`src/rtl/alm_pkg.sv`:
```
// Types and constants for the audio level meter.
package alm_pkg;

   localparam int LEVEL_W     = 16;
   localparam int CFG_W       = 16;
   localparam int AGE_W       = 16;
   localparam int COUNT_W     = 13;
   localparam int COEF_W      = 17;
   localparam int TAB_W       = 16;
   localparam int COEF_STAGES = 13;
   localparam int NUM_STAGES  = COEF_STAGES + 1;
   localparam int CSR_ADDR_W  = 4;
   localparam int CSR_DATA_W  = 32;

   localparam logic [COUNT_W-1:0] MAX_BLOCK  = 13'd4096;
   localparam logic [COEF_W-1:0]  COEF_ONE   = 17'h10000;
   localparam logic [AGE_W-1:0]   AGE_MAX    = 16'hFFFF;
   localparam logic [TAB_W-1:0]   ROUND_HALF = 16'h8000;

   localparam logic [CFG_W-1:0] DECAY_RATE_RST  = 16'd66;
   localparam logic [CFG_W-1:0] HOLD_TIME_RST   = 16'd1000;
   localparam logic [CFG_W-1:0] REDRAW_INTV_RST = 16'd100;

   // round(65536 * 0.9^(2^b / 256)) for bit b of the sample count
   typedef logic [TAB_W-1:0] pow_tab_type [COEF_STAGES];
   localparam pow_tab_type POW_TAB = '{
      16'd65509, 16'd65482, 16'd65428, 16'd65321, 16'd65106, 16'd64679, 16'd63832,
      16'd62173, 16'd58982, 16'd53084, 16'd42998, 16'd28211, 16'd12144
   };

   typedef enum logic [1:0] {
      OP_LEVEL = 2'd0,
      OP_TICK  = 2'd1,
      OP_CLEAR = 2'd2
   } opcode_type;

   typedef enum logic [1:0] {
      REG_DECAY_RATE      = 2'd0,
      REG_HOLD_TIME       = 2'd1,
      REG_REDRAW_INTERVAL = 2'd2
   } reg_index_type;

   typedef struct packed {
      logic [CFG_W-1:0] decay_rate;
      logic [CFG_W-1:0] hold_time_ms;
      logic [CFG_W-1:0] redraw_interval_ms;
   } cfg_type;

   typedef struct packed {
      opcode_type         opcode;
      logic [LEVEL_W-1:0] rms;
      logic [LEVEL_W-1:0] peak;
      logic [COUNT_W-1:0] count;
      logic [COEF_W-1:0]  coef;
   } item_type;

endpackage

```
`src/rtl/alm_coef_pipe.sv`:
```
// Input register and smoothing coefficient pipeline, one count bit per stage.
module alm_coef_pipe
   import alm_pkg::*;
(
   input  logic               clock,
   input  logic               reset,
   input  logic               in_valid,
   output logic               in_ready,
   input  opcode_type         in_opcode,
   input  logic [LEVEL_W-1:0] in_rms,
   input  logic [LEVEL_W-1:0] in_peak,
   input  logic [COUNT_W-1:0] in_count,
   output logic               out_valid,
   input  logic               out_ready,
   output item_type           out_item
);

   logic [NUM_STAGES-1:0] valid_ff, valid_in;
   logic [NUM_STAGES:0]   ready_chain;
   item_type              data_ff [NUM_STAGES];
   item_type              data_in [NUM_STAGES];
   item_type              load_item;

   // apply bit b of the count: c = (c * T[b] + 1/2) >> 16
   function automatic item_type apply_bit(input item_type it, input int b);
      logic [COEF_W+TAB_W-1:0] prod;
      item_type                res;
      res  = it;
      prod = (COEF_W+TAB_W)'(it.coef) * (COEF_W+TAB_W)'(POW_TAB[b])
           + (COEF_W+TAB_W)'(ROUND_HALF);
      if (it.count[b])
         res.coef = prod[COEF_W+TAB_W-1:TAB_W];
      return res;
   endfunction

   always_comb begin
      load_item.opcode = in_opcode;
      load_item.rms    = in_rms;
      load_item.peak   = in_peak;
      load_item.count  = (in_count > MAX_BLOCK) ? MAX_BLOCK : in_count;
      load_item.coef   = COEF_ONE;
   end

   // a stage can load when empty or when its contents move on
   always_comb begin
      ready_chain[NUM_STAGES] = out_ready;
      for (int s = NUM_STAGES - 1; s >= 0; s--)
         ready_chain[s] = !valid_ff[s] || ready_chain[s+1];
   end

   always_comb begin
      valid_in = valid_ff;
      for (int s = 0; s < NUM_STAGES; s++)
         data_in[s] = data_ff[s];
      if (ready_chain[0]) begin
         valid_in[0] = in_valid;
         data_in[0]  = load_item;
      end
      for (int s = 1; s < NUM_STAGES; s++) begin
         if (ready_chain[s]) begin
            valid_in[s] = valid_ff[s-1];
            data_in[s]  = apply_bit(data_ff[s-1], s - 1);
         end
      end
   end

   assign in_ready  = ready_chain[0];
   assign out_valid = valid_ff[NUM_STAGES-1];
   assign out_item  = data_ff[NUM_STAGES-1];

   always_ff @(posedge clock) begin
      if (reset) begin
         valid_ff <= '0;
      end else begin
         valid_ff <= valid_in;
      end
   end

   always_ff @(posedge clock) begin
      for (int s = 0; s < NUM_STAGES; s++)
         data_ff[s] <= data_in[s];
   end

endmodule

```
`config.mk`:
```
export PLATFORM = sky130hd
export DESIGN_NAME = alm_coef_pipe
export DESIGN_NICKNAME = d
export VERILOG_FILES = /design/src/rtl/alm_pkg.sv /design/src/rtl/alm_coef_pipe.sv
export SDC_FILE = /design/constraint.sdc
export NUM_CORES = 2
export LEC_CHECK = 0
export ABC_CLOCK_PERIOD_IN_PS = 11000
export BUFFER_PORTS_ARGS = -buffer_cell sky130_fd_sc_hd__buf_2
export CAP_MARGIN = 25
export CORE_AREA = 2 2 464 466
export CTS_BUF_LIST = sky130_fd_sc_hd__clkbuf_16
export DETAILED_ROUTE_END_ITERATION = 8
export DIE_AREA = 0 0 466 468
export HOLD_SLACK_MARGIN = 0.03
export PLACE_DENSITY = 0.54
export SLEW_MARGIN = 5
export SYNTH_ARGS = -nofsm -noshare
export SYNTH_HDL_FRONTEND = slang
export SYNTH_SLANG_ARGS = --single-unit
```
`constraint.sdc`:
```
create_clock -name clock -period 11 [get_ports clock]
set_clock_uncertainty 0.2 [all_clocks]
set_input_delay 1.1 -clock clock [delete_from_list [all_inputs] [get_ports clock]]
set_output_delay 1.1 -clock clock [all_outputs]
set_load 0.03 [all_outputs]
```
==> metrics.csv <==
stage;metric;value;unit
placement;gp_congestion;0.8355;
clocking;cts_resized;0;
setup_path;cpMaxStageDelayCell;fa_1;
setup_path;crit_fanout;41;
grt;grt_pass1_wl;287000;µm
cells_and_area;multi_input_area;51340;µm²
cells_and_area;seqCellArea;26020;µm²
logic_synthesis;synth_area;84780;µm²
clocking;clock_sinks;871;
logic_synthesis;yosysWarnings;0;
cells_and_area;final_common_cell;inv_1;
setup_path;crit_required;11280;ps
floorplan;coreArea;213300;µm²
setup_path;reg2reg_depth;23;
detailed_routing;wl_per_cell;17.07;µm
cells_and_area;drive_above_1_share;0.05835;
setup_path;worst-path-stages;23;
sta;tns;0;ps
logic_synthesis;synth_cell_type_count;108;
cells_and_area;postLayoutCoreUtil;0.4302;
detailed_routing;dr_wl_met2;82010;µm
setup_path;end_kind;flop;
worst_hold_path;worstHoldPathCells;0;
status;outcome;complete, no violations;
grt;antenna_found_initial;13;
cells_and_area;area_delta_synth_final;8.261;%
sta;max_freq;0.1257;GHz
clocking;htreeDepth;3;
setup_path;worstSetupStartpointType;flop;
floorplan;ios;117;
detailed_routing;drt_iter0_drc;2246;
floorplan;die_w;466;µm
logic_synthesis;synth_edf_count;857;
setup_path;path_delay_family;adder cells;
placement;detailed_place_hpwl;141400;µm
setup_path;critPathBufInv;6;
detailed_routing;drt-met1-wl;83770;µm
detailed_routing;ant_nets;0;
placement;io_buffers;116;
floorplan;rows;170;
floorplan;die-area;218100;µm²
cells_and_area;layout_common_cells;1,796 x inv_1, 1,365 x ha_1, 1,087 x fa_1;
detailed_routing;drc;0;
grt;grt_pass1_vias;53160;
detailed_routing;wl_met3;5794;µm
sta;min_period_over_period;0.7234;
detailed_routing;vias;49090;
detailed_routing;firstDrtPassIters;5;
logic_synthesis;avgSynthCellArea;11.85;µm²
worst_hold_path;hp-class;flop to flop;
setup_path;slowest_delay;550;ps
floorplan;die-height;468;µm
clocking;cts_tree;built;
cells_and_area;fillers;19940;
logic_synthesis;synth_seq_cells;871;
setup_path;crit_top_cell;fa_1;
detailed_routing;top_layer;met4;
clocking;cts_buffers;101;
cells_and_area;fin_nets;9770;
setup_path;path_cells;buf_4, inv_1, buf_4, fa_1, fa_1, inv_1, fa_1, fa_1, fa_1, inv_1, fa_1, inv_1, ha_1, and2_1, a31oi_1, nand3_1, nor3b_1, a311o_1, nor4_2, nand4_1, or3_1, nand4_1, or3b_1;
clocking;ctsRootBufferMaster;clkbuf_16;
grt;grt.total_usage;0.1659;
sta;drv_slew;0;
logic_synthesis;async_reset_ff_frac;0;
sta;slew_headroom;0.3402;
flow_run;cap_violations;0;
floorplan;initial_core_util;0.3974;
sta;finalHoldViolCount;0;
logic_synthesis;syn-num-nets;9657;
logic_synthesis;seq_area_frac_synth;0.3069;
clocking;hold_buffers;0;
logic_synthesis;synth_flop_cell;edfxtp_1;
sta;worst_pin_slew;989.7;ps
sta;grt_setup_unrepaired;false;
sta;final-setup-viol-count;0;
sta;min_period;7958;ps
clocking;postCtsSetupBuffers;0;
logic_synthesis;postSynthCellCount;7154;
clocking;path_clk_slew;60;ps
setup_path;crit_type;flop to flop;
clocking;clock_latency;770;ps
detailed_routing;routed_wl;174000;µm
detailed_routing;viasPerCell;4.817;
grt;grt_max_degree;67;
grt;overflow;0;
setup_path;arrival;8240;ps
clocking;cts_buffer_depth;3;
-- routing by layer --
metal,vias up,track usage
met4,0,0.03020
met5,-,0
met3,142,0.01918
met2,586,0.2752
met1,24570,0.2355
li1,23790,-
-- path summary, 6_finish.rpt --
path,slack [ps],to,start
worst max-delay path,3040,data_ff[0][208],data_ff[0][143]
worst min-delay path,160,data_ff[0][492],data_ff[0][428]
worst max register to register,3040,data_ff[0][208],data_ff[0][143]
worst min register to register,160,data_ff[0][492],data_ff[0][428]
-- registers in the layout, summed over array words and instances, names as in the netlist --
signal    cells
data_ff     857
valid_ff     14
-- kinds of logic (layout without fill, tap and decap cells) --
family | after synthesis | in the layout | share of synthesized area
other | 0 | 1 | 0
AO/OA/AOI/OAI | 720 | 720 | 0.05771
buffers and inverters | 1926 | 2124 | 0.08824
flip-flops | 871 | 871 | 0.3069
AND/OR/NAND/NOR | 840 | 840 | 0.05151
adder cells (fa/ha/maj) | 2452 | 2452 | 0.4582
XOR/XNOR | 272 | 272 | 0.02828
multiplexers | 73 | 73 | 0.009239
-- layout make-up --
class,count,area share
Timing Repair Buffer,147,0.009652
Inverter,1789,0.07319
Tap cell,2838,0.03869
Clock inverter,87,0.008084
Antenna cell,1,0.00002727
Clock buffer,101,0.02754
Multi-Input combinational cell,4357,0.5594
Sequential cell,871,0.2835
-- synthesized netlist by cell type (all sizes together) (29+ instances only) --
library cell	n	share of area
a21o	89	0.0079
nand4	46	0.0035
nand2b	29	0.0021
o21a	41	0.0036
nand3	80	0.0047
ha	1365	0.20
fa	1087	0.26
mux2	42	0.0056
or3	36	0.0027
nor3	65	0.0038
nand2	151	0.0068
edfxtp	857	0.30
and3	32	0.0024
a211oi	31	0.0029
buf	70	0.0061
inv	1789	0.079
a21oi	216	0.013
xor2	103	0.011
mux2i	31	0.0037
o21ai	110	0.0067
nor2	212	0.0095
clkbuf	67	0.0030
nor2b	47	0.0035
xnor2	168	0.017
and2	29	0.0022
-- per-stage QoR --
step	hold slack, ps	std cells	cell area, µm²	setup WS [ps]
2_1_floorplan	200.3	7154	84780	2676
3_3_place_gp	200.7	9998	88400	3125
3_5_place_dp	204.5	9999	88430	2996
4_1_cts	146.4	10190	91700	2977
5_1_grt	168.5	10190	91780	2539
6_report	158.2	10190	91780	3042
Power is not shown: default switching activity piles up to over one toggle a cycle in this logic, so the estimate is an artifact.
