<file path="src/rtl/alm_pkg.sv">
// Types and constants for the audio level meter.
package alm_pkg;

   localparam int LEVEL_W     = 16;
   localparam int CFG_W       = 16;
   localparam int AGE_W       = 16;
   localparam int COUNT_W     = 13;
   localparam int COEF_W      = 17;
   localparam int TAB_W       = 16;
   localparam int COEF_STAGES = 13;
   localparam int NUM_STAGES  = COEF_STAGES + 1;
   localparam int CSR_ADDR_W  = 4;
   localparam int CSR_DATA_W  = 32;

   localparam logic [COUNT_W-1:0] MAX_BLOCK  = 13'd4096;
   localparam logic [COEF_W-1:0]  COEF_ONE   = 17'h10000;
   localparam logic [AGE_W-1:0]   AGE_MAX    = 16'hFFFF;
   localparam logic [TAB_W-1:0]   ROUND_HALF = 16'h8000;

   localparam logic [CFG_W-1:0] DECAY_RATE_RST  = 16'd66;
   localparam logic [CFG_W-1:0] HOLD_TIME_RST   = 16'd1000;
   localparam logic [CFG_W-1:0] REDRAW_INTV_RST = 16'd100;

   // round(65536 * 0.9^(2^b / 256)) for bit b of the sample count
   typedef logic [TAB_W-1:0] pow_tab_type [COEF_STAGES];
   localparam pow_tab_type POW_TAB = '{
      16'd65509, 16'd65482, 16'd65428, 16'd65321, 16'd65106, 16'd64679, 16'd63832,
      16'd62173, 16'd58982, 16'd53084, 16'd42998, 16'd28211, 16'd12144
   };

   typedef enum logic [1:0] {
      OP_LEVEL = 2'd0,
      OP_TICK  = 2'd1,
      OP_CLEAR = 2'd2
   } opcode_type;

   typedef enum logic [1:0] {
      REG_DECAY_RATE      = 2'd0,
      REG_HOLD_TIME       = 2'd1,
      REG_REDRAW_INTERVAL = 2'd2
   } reg_index_type;

   typedef struct packed {
      logic [CFG_W-1:0] decay_rate;
      logic [CFG_W-1:0] hold_time_ms;
      logic [CFG_W-1:0] redraw_interval_ms;
   } cfg_type;

   typedef struct packed {
      opcode_type         opcode;
      logic [LEVEL_W-1:0] rms;
      logic [LEVEL_W-1:0] peak;
      logic [COUNT_W-1:0] count;
      logic [COEF_W-1:0]  coef;
   } item_type;

endpackage

</file>
<file path="src/rtl/alm_meter_core.sv">
// Meter state update; the state registers double as the result register.
module alm_meter_core
   import alm_pkg::*;
(
   input  logic               clock,
   input  logic               reset,
   input  cfg_type            cfg,
   input  logic               in_valid,
   output logic               in_ready,
   input  item_type           in_item,
   output logic               out_valid,
   input  logic               out_ready,
   output logic [LEVEL_W-1:0] out_rms,
   output logic [LEVEL_W-1:0] out_decayed,
   output logic [LEVEL_W-1:0] out_hold
);

   localparam int PROD_W = LEVEL_W + COEF_W + 2;
   localparam int ACC_W  = PROD_W + 1;

   logic               out_valid_ff, out_valid_in;
   logic [LEVEL_W-1:0] smoothed_ff, smoothed_in;
   logic [LEVEL_W-1:0] captured_ff, captured_in;
   logic [LEVEL_W-1:0] decaying_ff, decaying_in;
   logic [LEVEL_W-1:0] held_ff, held_in;
   logic [AGE_W-1:0]   peak_age_ff, peak_age_in;
   logic [AGE_W-1:0]   hold_age_ff, hold_age_in;
   logic [CFG_W-1:0]   redraw_ff, redraw_in;

   logic                     accept;
   logic signed [LEVEL_W:0]  rms_diff;
   logic signed [PROD_W-1:0] rms_prod;
   logic [ACC_W-1:0]         rms_acc;
   logic [AGE_W-1:0]         peak_age_inc, hold_age_inc;
   logic [CFG_W:0]           redraw_inc;
   logic                     redraw_fire;
   logic [2*CFG_W-1:0]       decay_amt;
   logic                     decay_left;

   assign in_ready = !out_valid_ff || out_ready;
   assign accept   = in_valid && in_ready;

   // s*c + r*(1-c) = r + (s - r)*c, one signed multiply
   assign rms_diff = $signed({1'b0, smoothed_ff}) - $signed({1'b0, in_item.rms});
   assign rms_prod = rms_diff * $signed({1'b0, in_item.coef});
   assign rms_acc  = {{(ACC_W-2*LEVEL_W){1'b0}}, in_item.rms, {LEVEL_W{1'b0}}}
                   + {rms_prod[PROD_W-1], rms_prod}
                   + ACC_W'(ROUND_HALF);

   assign peak_age_inc = (peak_age_ff == AGE_MAX) ? peak_age_ff : peak_age_ff + 1'b1;
   assign hold_age_inc = (hold_age_ff == AGE_MAX) ? hold_age_ff : hold_age_ff + 1'b1;
   assign redraw_inc   = {1'b0, redraw_ff} + 1'b1;
   assign redraw_fire  = redraw_inc >= {1'b0, cfg.redraw_interval_ms};

   assign decay_amt  = (2*CFG_W)'(cfg.decay_rate) * (2*CFG_W)'(peak_age_inc);
   assign decay_left = (decay_amt[2*CFG_W-1:LEVEL_W] == '0)
                    && (decay_amt[LEVEL_W-1:0] < captured_ff);

   always_comb begin
      smoothed_in = smoothed_ff;
      captured_in = captured_ff;
      decaying_in = decaying_ff;
      held_in     = held_ff;
      peak_age_in = peak_age_ff;
      hold_age_in = hold_age_ff;
      redraw_in   = redraw_ff;
      if (accept) begin
         case (in_item.opcode)
            OP_LEVEL: begin
               smoothed_in = rms_acc[2*LEVEL_W-1:LEVEL_W];
               if (in_item.peak > decaying_ff) begin
                  captured_in = in_item.peak;
                  decaying_in = in_item.peak;
                  peak_age_in = '0;
               end
               if (in_item.peak > held_ff) begin
                  held_in     = in_item.peak;
                  hold_age_in = '0;
               end
            end
            OP_TICK: begin
               peak_age_in = peak_age_inc;
               hold_age_in = hold_age_inc;
               redraw_in   = redraw_inc[CFG_W-1:0];
               if (redraw_fire) begin
                  redraw_in   = '0;
                  decaying_in = decay_left ?
                                captured_ff - decay_amt[LEVEL_W-1:0] : '0;
                  if (hold_age_inc > cfg.hold_time_ms)
                     held_in = '0;
               end
            end
            OP_CLEAR: begin
               smoothed_in = '0;
               captured_in = '0;
            end
            default: begin
               smoothed_in = smoothed_ff;
            end
         endcase
      end
   end

   always_comb begin
      if (accept)
         out_valid_in = 1'b1;
      else if (out_ready)
         out_valid_in = 1'b0;
      else
         out_valid_in = out_valid_ff;
   end

   assign out_valid   = out_valid_ff;
   assign out_rms     = smoothed_ff;
   assign out_decayed = decaying_ff;
   assign out_hold    = held_ff;

   always_ff @(posedge clock) begin
      if (reset) begin
         out_valid_ff <= 1'b0;
         smoothed_ff  <= '0;
         captured_ff  <= '0;
         decaying_ff  <= '0;
         held_ff      <= '0;
         peak_age_ff  <= '0;
         hold_age_ff  <= '0;
         redraw_ff    <= '0;
      end else begin
         out_valid_ff <= out_valid_in;
         smoothed_ff  <= smoothed_in;
         captured_ff  <= captured_in;
         decaying_ff  <= decaying_in;
         held_ff      <= held_in;
         peak_age_ff  <= peak_age_in;
         hold_age_ff  <= hold_age_in;
         redraw_ff    <= redraw_in;
      end
   end

endmodule

</file>
<file path="config.mk">
export PLATFORM = sky130hd
export DESIGN_NAME = alm_meter_core
export DESIGN_NICKNAME = d
export VERILOG_FILES = /design/src/rtl/alm_pkg.sv /design/src/rtl/alm_meter_core.sv
export SDC_FILE = /design/constraint.sdc
export NUM_CORES = 2
export LEC_CHECK = 0
export BUFFER_PORTS_ARGS = -buffer_cell sky130_fd_sc_hd__buf_2
export CAP_MARGIN = 20
export CORE_MARGIN = 10
export CORE_UTILIZATION = 50
export CTS_CLUSTER_DIAMETER = 40
export DETAILED_ROUTE_END_ITERATION = 6
export PLACE_DENSITY_LB_ADDON = 0.08
export SLEW_MARGIN = 5
export SYNTH_ARGS = -nofsm -noshare
export SYNTH_HDL_FRONTEND = slang
export SYNTH_SLANG_ARGS = --single-unit
</file>
<file path="constraint.sdc">
create_clock -name clock -period 11.2 [get_ports clock]
set_input_delay 0 -clock clock [delete_from_list [all_inputs] [get_ports clock]]
set_output_delay 0 -clock clock [all_outputs]
set_load 0.02 [all_outputs]
</file>
==> metrics.cfg <==
[timing]
rsz0062_at_grt = false
finalHoldWorstSlack_ns = 0.07644
finalClockSkew_ns = 0.01354
worstMarginPinSlew_ns = 1.114
hold_violations = 0
finalSetupViolations = 0
report.final.slew_viol_count = 0
max_slew_margin = 0.2551
finalCritPeriodShare = 0.9048
setup-tns-final_ns = 0
timing.fmax_ghz = 0.09867
period_needed_ns = 10.13

[clocking]
cts.sinks = 113
clk_pin_slew_ns = 0.06
cts_buffer_depth = 2
postCtsResizedCells = 0
numCtsBuffers = 17
cts_tree = yes
hold_buffers = 18
root_buffer = clkbuf_16
cts_setup_buffers = 0
clock_latency_ns = 0.43
htreeDepth = 4

[setup_path]
crit_arrival_ns = 10.46
crit_slowest_cell = xor2_1
endpoint_kind = flip-flop
critPathRequiredTime_ns = 11.52
crit_type = flip-flop to flip-flop
worstPathMaxFanout = 16
path_common_cell = fa_1
max_stage_delay_ns = 0.87
start_kind = flip-flop

[yosys]
syn-num-nets = 3966
synthArstFlopShare = 0
synth-warning-count = 0
syn_inst = 3096
yosys-top-cells-area = fa_1 33%, ha_1 15%, dfxtp_1 8.6%, inv_1 8.6%, nand2_1 5.5%
synth_ff_type = dfxtp_1
synth_edf_count = 0
yosysSeqAreaShare = 0.08594
synth_commonest_cells = 600 x inv_1, 435 x fa_1, 383 x nand2_1
synth_top_cell_by_area = fa_1
netlist-cell-type-count = 76
synth.most_common_cell = inv_1
synth_seq_cells = 113
syn_avg_cell_area_um2 = 8.502
synth_area_um2 = 26320
synth_top_area_share = 0.3308

[global_route]
grt_max_degree = 41
grt_pass1_vias = 22670
antenna_found_initial = 4
track_usage = 0.2203
grt_overflow = 0
grt_pass1_wl_um = 114600

[floorplanning]
initial_core_util = 0.5029
fp.dieH_um = 249.4
core.rowCount = 84
ios = 166
chipWidth_um = 249.4
core-area_um2 = 52340
die_area_um2 = 62220

[drt]
detail_route.wl_per_cell_um = 17.17
vias = 21190
detail-route-antenna-nets = 0
drcViolationCount = 0
vias_per_cell = 5.423
drt_first_pass_iters = 6
drtIter0Drc = 1067
routed_wl_um = 67110

[run]
maxCapViolations = 0

[layout]
area_growth_syn_to_layout_pct = 8.604
fin_nets = 4077
layout-drive-gt1-share = 0.08077
fin_cells = 3908

[placed_design]
dpl.hpwl_um = 55370
place_inst = 3856
numPortBuffers = 152
gp_congestion = 0.8996

[min_path]
hold_path.class = input port to flip-flop

[outcome]
outcome = completed

==> worst max-delay path, delay by kind of cell (launching register included) <==
family	cells	cell delay [ns]
adders and majority gates	8	3.36
buffers and inverters	2	0.09
AOI/OAI and AO/OA	10	2.06
DFF	1	0.44
xor gates and xnor gates	2	1.13
and+or+nand+nor	11	2.90
==> cell type report <==
| cell class | count | area (um2) |
|---|---|---|
| Fill cell | 4977 | 23750 |
| Multi-Input combinational cell | 2268 | 21400 |
| Sequential cell | 113 | 2262 |
| Inverter | 601 | 2256 |
| Timing Repair Buffer | 206 | 1211 |
| Tap cell | 688 | 860.8 |
| Clock buffer | 18 | 429.2 |
| Clock inverter | 13 | 163.9 |
| Antenna cell | 1 | 2.502 |
==> metrics by stage <==
step / worst slack, ns / utilization / cell area, um2
after detailed placement: 1.048 / 0.5311 / 27800
after global routing: 0.3431 / 0.5462 / 28590
after global placement: 1.290 / 0.5309 / 27790
final: 1.066 / 0.5462 / 28590
after floorplan: 2.725 / - / 26320
after CTS: 1.014 / 0.5458 / 28570
==> cells in the final DEF, fill, tap and decap left out, types with 21 or more instances in the layout <==
cell type / count
ha_1: 319
xnor2_1: 60
buf_4: 36
dfxtp_1: 113
a211oi_1: 25
and2_1: 207
nand2_1: 383
inv_1: 600
nor3_1: 21
nand4_1: 23
a21oi_1: 130
a21o_1: 38
o21ai_0: 69
buf_2: 152
o21a_1: 25
xor2_1: 41
nor2_1: 115
nand3_1: 64
nor2b_1: 76
fa_1: 435
a22oi_1: 21
==> layer usage <==
| layer | share of wire | vias to the layer above | global-route usage |
|---|---|---|---|
| met3 | 0.045 | 92 | 0.03005 |
| met1 | 0.43 | 10640 | 0.2814 |
| met4 | 0.020 | 4 | 0.05091 |
| met5 | 0.00048 | - | 0 |
| li1 | - | 10000 | - |
| met2 | 0.51 | 460 | 0.3875 |
==> final timing paths <==
path	start	to	slack (ns)	depth (start not counted)
max	peak_age_ff[2]$_SDFFE_PP0P_	out_decayed[15]$_SDFFE_PP0P_	1.07	33
min	in_item[63]	captured_ff[1]$_SDFFE_PP0P_	0.08	4
max reg2reg	peak_age_ff[2]$_SDFFE_PP0P_	out_decayed[15]$_SDFFE_PP0P_	1.07	33
min reg2reg	captured_ff[0]$_SDFFE_PP0P_	captured_ff[0]$_SDFFE_PP0P_	0.46	2
==> registers in the layout (all words and copies together), names as in the netlist <==
name,flops
out_valid,1
captured_ff,16
hold_age_ff,16
redraw_ff,16
out_decayed,16
out_hold,16
peak_age_ff,16
out_rms,16
==> cell families (layout without fill, tap and decap cells) <==
kind of cell,after synthesis,count (layout),synth area share
compound gates,420,420,0.1059
xor+xnor,107,107,0.03641
fa+ha+maj,754,754,0.4825
buf+inv,715,838,0.1023
flops,113,113,0.08594
mux,6,6,0.002472
other cells,0,1,0
simple gates,981,981,0.1845
Power is not shown: default switching activity piles up to over one toggle a cycle in this logic, so the estimate is an artifact.
