[config.mk]
export PLATFORM = sky130hd
export DESIGN_NAME = alm_csr
export DESIGN_NICKNAME = d
export VERILOG_FILES = /design/src/rtl/alm_pkg.sv /design/src/rtl/alm_csr.sv
export SDC_FILE = /design/constraint.sdc
export NUM_CORES = 1
export LEC_CHECK = 0
export ABC_AREA = 1
export BUFFER_PORTS_ARGS = -buffer_cell sky130_fd_sc_hd__buf_2
export CAP_MARGIN = 5
export CORE_ASPECT_RATIO = 0.6
export CORE_UTILIZATION = 45
export CTS_BUF_LIST = sky130_fd_sc_hd__clkbuf_4 sky130_fd_sc_hd__clkbuf_8 sky130_fd_sc_hd__clkbuf_16
export CTS_CLUSTER_SIZE = 12
export DETAILED_ROUTE_END_ITERATION = 6
export GPL_ROUTABILITY_DRIVEN = 0
export HOLD_SLACK_MARGIN = 0.06
export PLACE_DENSITY = 0.79
export SETUP_SLACK_MARGIN = 0.5
export SLEW_MARGIN = 20
export SYNTH_ARGS = -nofsm -noshare
export SYNTH_HDL_FRONTEND = slang
export SYNTH_SLANG_ARGS = --single-unit
[constraint.sdc]
create_clock -name clock -period 1 [get_ports clock]
set_clock_uncertainty 0.1 [all_clocks]
set_input_delay 0.05 -clock clock [delete_from_list [all_inputs] [get_ports clock]]
set_output_delay 0.05 -clock clock [all_outputs]
set_load 0.01 [all_outputs]
[src/rtl/alm_pkg.sv]
// Types and constants for the audio level meter.
package alm_pkg;

   localparam int LEVEL_W     = 16;
   localparam int CFG_W       = 16;
   localparam int AGE_W       = 16;
   localparam int COUNT_W     = 13;
   localparam int COEF_W      = 17;
   localparam int TAB_W       = 16;
   localparam int COEF_STAGES = 13;
   localparam int NUM_STAGES  = COEF_STAGES + 1;
   localparam int CSR_ADDR_W  = 4;
   localparam int CSR_DATA_W  = 32;

   localparam logic [COUNT_W-1:0] MAX_BLOCK  = 13'd4096;
   localparam logic [COEF_W-1:0]  COEF_ONE   = 17'h10000;
   localparam logic [AGE_W-1:0]   AGE_MAX    = 16'hFFFF;
   localparam logic [TAB_W-1:0]   ROUND_HALF = 16'h8000;

   localparam logic [CFG_W-1:0] DECAY_RATE_RST  = 16'd66;
   localparam logic [CFG_W-1:0] HOLD_TIME_RST   = 16'd1000;
   localparam logic [CFG_W-1:0] REDRAW_INTV_RST = 16'd100;

   // round(65536 * 0.9^(2^b / 256)) for bit b of the sample count
   typedef logic [TAB_W-1:0] pow_tab_type [COEF_STAGES];
   localparam pow_tab_type POW_TAB = '{
      16'd65509, 16'd65482, 16'd65428, 16'd65321, 16'd65106, 16'd64679, 16'd63832,
      16'd62173, 16'd58982, 16'd53084, 16'd42998, 16'd28211, 16'd12144
   };

   typedef enum logic [1:0] {
      OP_LEVEL = 2'd0,
      OP_TICK  = 2'd1,
      OP_CLEAR = 2'd2
   } opcode_type;

   typedef enum logic [1:0] {
      REG_DECAY_RATE      = 2'd0,
      REG_HOLD_TIME       = 2'd1,
      REG_REDRAW_INTERVAL = 2'd2
   } reg_index_type;

   typedef struct packed {
      logic [CFG_W-1:0] decay_rate;
      logic [CFG_W-1:0] hold_time_ms;
      logic [CFG_W-1:0] redraw_interval_ms;
   } cfg_type;

   typedef struct packed {
      opcode_type         opcode;
      logic [LEVEL_W-1:0] rms;
      logic [LEVEL_W-1:0] peak;
      logic [COUNT_W-1:0] count;
      logic [COEF_W-1:0]  coef;
   } item_type;

endpackage

[src/rtl/alm_csr.sv]
// APB register file for decay rate, hold time and redraw interval.
module alm_csr
   import alm_pkg::*;
(
   input  logic                  clock,
   input  logic                  reset,
   input  logic                  psel,
   input  logic                  penable,
   input  logic                  pwrite,
   input  logic [CSR_ADDR_W-1:0] paddr,
   input  logic [CSR_DATA_W-1:0] pwdata,
   output logic [CSR_DATA_W-1:0] prdata,
   output logic                  pready,
   output cfg_type               cfg
);

   cfg_type       cfg_ff, cfg_in;
   reg_index_type index;
   logic          wr_en;

   assign pready = 1'b1;
   assign index  = reg_index_type'(paddr[CSR_ADDR_W-1:2]);
   assign wr_en  = psel && penable && pwrite && pready;
   assign cfg    = cfg_ff;

   always_comb begin
      cfg_in = cfg_ff;
      if (wr_en) begin
         case (index)
            REG_DECAY_RATE:      cfg_in.decay_rate         = pwdata[CFG_W-1:0];
            REG_HOLD_TIME:       cfg_in.hold_time_ms       = pwdata[CFG_W-1:0];
            REG_REDRAW_INTERVAL: cfg_in.redraw_interval_ms = pwdata[CFG_W-1:0];
            default:             cfg_in = cfg_ff;
         endcase
      end
   end

   always_comb begin
      case (index)
         REG_DECAY_RATE:      prdata = CSR_DATA_W'(cfg_ff.decay_rate);
         REG_HOLD_TIME:       prdata = CSR_DATA_W'(cfg_ff.hold_time_ms);
         REG_REDRAW_INTERVAL: prdata = CSR_DATA_W'(cfg_ff.redraw_interval_ms);
         default:             prdata = '0;
      endcase
   end

   always_ff @(posedge clock) begin
      if (reset) begin
         cfg_ff.decay_rate         <= DECAY_RATE_RST;
         cfg_ff.hold_time_ms       <= HOLD_TIME_RST;
         cfg_ff.redraw_interval_ms <= REDRAW_INTV_RST;
      end else begin
         cfg_ff <= cfg_in;
      end
   end

endmodule

==> summary.txt, run 1 <==
Synth area leader - dfxtp_1
Placement Cell Area - 3150 um2
asr flop ratio synth - 0%
die height - 58.4 um
port bufs - 86
GRT worst endpoint - prdata[8]
I/O pins - 122
Chip Width - 96.0 um
Error - [ERROR DPL-0038] Utilization greater than 100%, impossible to legalize
top cell type's share of synthesized area - 40.3%
CTS H-Tree Depth - 2
DPL Wire Length - 4750 um
Synth Instances - 366
count leader, synth - nand2_1
post-synthesis sequential area ratio - 40.3%
initial core utilization - 47.0%
clock tree buffer depth - 2
mapped cell area - 2390 um2
outcome - did not finish
number of synthesized register bits - 48
Post-synth EDFFs - 0
TritonCTS Buffers - 5
clock sink count - 48
Yosys cell types - 16
yosys warns - 0
top_reg_cell synth - dfxtp_1
WEP type - output port
largest net degree at the start of global routing - 49
Halt Stage - global routing
Root Buffer - clkbuf_8
most common library cells after synthesis - nand2_1, nor2_1, nand3_1
ranking of synthesized cells by area - dfxtp_1, nand2_1, nand3_1
row cnt - 20
syn_area_per_cell - 6.52 um2
## repair_timing
action,4_1_cts
endpoints found under the setup margin,112
buffers inserted,32
gates cloned,6
hold endpoints to repair,48
resized for setup,166
pin swaps,67
## per-stage QoR
stage / instances / setup slack, ps / setup TNS [ps] / util [%]
detailed placement: 518 / -105 / -3680 / 62.1
global placement: 518 / -83.2 / -2140 / 62.1
floorplan: 381 / 217 / 0 / -
CTS: 564 / -87.3 / -1520 / 86.0
## cells by family after synthesis
logic type / Yosys count / share of synthesized area [%]
DFF: 48 / 40.3
other: 2 / 0.315
buffers and inverters: 56 / 13.4
and+or+nand+nor: 260 / 46.1
==> inputs of run 2 (changes only) <==
==> config.mk (replaced) <==
export PLATFORM = sky130hd
export DESIGN_NAME = alm_csr
export DESIGN_NICKNAME = d
export VERILOG_FILES = /design/src/rtl/alm_pkg.sv /design/src/rtl/alm_csr.sv
export SDC_FILE = /design/constraint.sdc
export NUM_CORES = 1
export LEC_CHECK = 0
export ABC_AREA = 1
export BUFFER_PORTS_ARGS = -buffer_cell sky130_fd_sc_hd__buf_2
export CAP_MARGIN = 5
export CORE_UTILIZATION = 30
export DETAILED_ROUTE_END_ITERATION = 6
export GPL_ROUTABILITY_DRIVEN = 0
export PLACE_DENSITY_LB_ADDON = 0.15
export SLEW_MARGIN = 20
export SYNTH_ARGS = -nofsm -noshare
export SYNTH_HDL_FRONTEND = slang
export SYNTH_SLANG_ARGS = --single-unit
==> summary.txt, run 2 <==
outcome - complete, but fails checks (was did not finish)
failing checks - negative setup slack
largest net degree at the start of global routing - 49
Chip Width - 91.2 um (was 96.0 um)
CP max stage cell - dfxtp_2
initial antenna violation count - 0
unrepaired setup endpoints after global routing - yes
post-synthesis sequential area ratio - 40.3% (unchanged)
Post-synth EDFFs - 0 (unchanged)
Total Wirelength - 7060 um
clk_lat worst skew - 300 ps
Synth area leader - dfxtp_1 (unchanged)
top cell type's share of synthesized area - 40.3% (unchanged)
Tmin final - 1070 ps
slowest stage delay, CP - 370 ps
commonest non-fill, non-tap cells in the layout - nand2_1, buf_2, nor2_1
number of synthesized register bits - 48 (unchanged)
port bufs - 86 (unchanged)
Root Buffer - clkbuf_8 (unchanged)
CP Class - register to output pin
drc violations - 0
CP top delay family - flip-flops
I/O pins - 122 (unchanged)
crit-path cells - nand2_1 > nand3_1 > buf_2
DR vias/cell - 4.37
CP Capture Type - output pin
GRT Overall Usage - 16.7%
Crit path arrival time - 920 ps
final instance area - 3500 um2
setup TNS - -883 ps
CP startpoint kind - register
max reg flops - 48
fraction of power consumed by combinational cells - 15.8%
crit share post-route - 107%
Yosys cell types - 16 (unchanged)
DPL Wire Length - 4710 um (was 4750 um)
Layout Cells excl Fill - 584
Remaining Overflow, GRT - 0
Antenna diodes - 0
hold slack final - 7.32 ps
ranking of synthesized cells by area - dfxtp_1, nand2_1, nand3_1 (unchanged)
count leader, synth - nand2_1 (unchanged)
syn_area_per_cell - 6.52 um2 (unchanged)
mapped cell area - 2390 um2 (unchanged)
clock tree buffer depth - 2 (unchanged)
Buf/Inv on CP - 1
placed cells - 550 (was 518)
initial core utilization - 30.9% (was 47.0%)
total core area - 7730 um2
Initial DRC Count - 66
first-pass GRT wire length - 11100 um
drt pass-1 iters - 4
P&R area growth vs syn - 46.7%
yosys warns - 0 (unchanged)
peak supply drop - 717 uV
sw frac - 25.6%
vias in the first global route - 2209
clock slew at reported path FFs - 90 ps
asr flop ratio synth - 0% (unchanged)
Leak - 1.77 nW
f_max - 935 MHz
DP Worst Slack - -89.8 ps (was -105 ps)
row cnt - 32 (was 20)
most common library cells after synthesis - nand2_1, nor2_1, nand3_1 (unchanged)
final worst-path setup slack - -69.8 ps
Seq pwr share - 47.4%
Req. time, crit path - 850 ps
clock sink count - 48 (unchanged)
Final ANT Viol Nets - 0
CTS H-Tree Depth - 2 (unchanged)
share of layout cells above drive strength 1 - 40.9%
total die area - 8320 um2
max-slew violations - 0
Sw Pwr - 0.00108 W
max-cap violations - 0
CTS tree - built
crit-path max FO - 3
Hold Violations, Final - 0
routed vias - 2553
final net count - 522
Int Pwr - 0.00313 W
die height - 91.2 um (was 58.4 um)
# setup viols final - 20
clock network power share - 36.9%
HP Class - primary input to register
top_reg_cell synth - dfxtp_1 (unchanged)
drt wl/cell - 12.1 um
Placement Cell Area - 2980 um2 (was 3150 um2)
Filler Cell Count - 823
Power Dens Cells - 1200 nW/um2
TritonCTS Buffers - 5 (unchanged)
commonest non-fill, non-tap cell in the layout - nand2_1
Synth Instances - 366 (unchanged)
run 2: cell counts after synthesis:
Identical to the previous run, type by type.
run 2: cells by family (layout without fill, tap and decap cells):
logic type / count (synthesis) / after routing / share of synthesized area [%]
buffers and inverters: 56 / 157 / 13.4
flip-flops: 48 / 48 / 40.3
other: 2 / 17 / 0.315
AND/OR/NAND/NOR: 260 / 260 / 46.1
run 2: final timing paths:
check / from / slack, ps / endpoint / cells past startpoint
hold / removal: pwdata[10] / 7 / cfg[26] / 5
setup / recovery: cfg[2] / -70 / prdata[2] / 3
setup reg to reg: cfg[22] / 190 / cfg[22] / 3
hold reg to reg: cfg[33] / 380 / cfg[33] / 2
run 2: routing by layer:
layer / share of wire [%] / up-vias / track usage [%]
met2: 47 / 83 / 29.4
li1: - / 1323 / -
met4: 1.2 / 0 / 3.57
met5: 0 / - / 0
met1: 47 / 1140 / 21.1
met3: 4.8 / 7 / 2.93
run 2: per-stage QoR:
stage	util [%]	total power, W
2_1_floorplan	-	0.00240
3_3_place_gp	38.6	0.00260
3_5_place_dp	38.6	0.00261
4_1_cts	43.3	0.00423
5_1_grt	45.3	0.00441
6_report	45.3	0.00421
run 2: power groups by stage:
stage | combinational [W] | clock, W | sequential, W
after floorplan | 0.000360 | 0 | 0.00204
after global placement | 0.000574 | 0 | 0.00203
after detailed placement | 0.000577 | 0 | 0.00203
after CTS | 0.000629 | 0.00160 | 0.00199
after global routing | 0.000728 | 0.00168 | 0.00200
final | 0.000663 | 0.00155 | 0.00199
run 2: final cells by class:
class                           count  area, um2  share of cell area (%)
Clock buffer                        7       96.3                    2.75
Clock inverter                      1       30.0                   0.857
Inverter                           19       71.3                    2.04
Multi-Input combinational cell    277       1210                    34.7
Sequential cell                    48       1020                    29.2
Tap cell                          102        128                    3.64
Timing Repair Buffer              130        942                    26.9
run 2: what timing repair did:
item                                    4_1_cts  5_1_grt
endpoints found under the setup margin       19       18
endpoints found under the hold margin        35        0
hold buffers                                 15        0
buffers inserted                              3        8
pin swaps                                    16        6
cloned                                        0        0
gates resized for setup                      48       25
run 2: worst reg2reg max path: cells and delay by family (launching register included):
family | cells | cell delay [ps]
DFF | 1 | 340
buffers and inverters | 1 | 130
and+or+nand+nor | 2 | 120
Note: power is estimated with default switching activity, not from simulation.
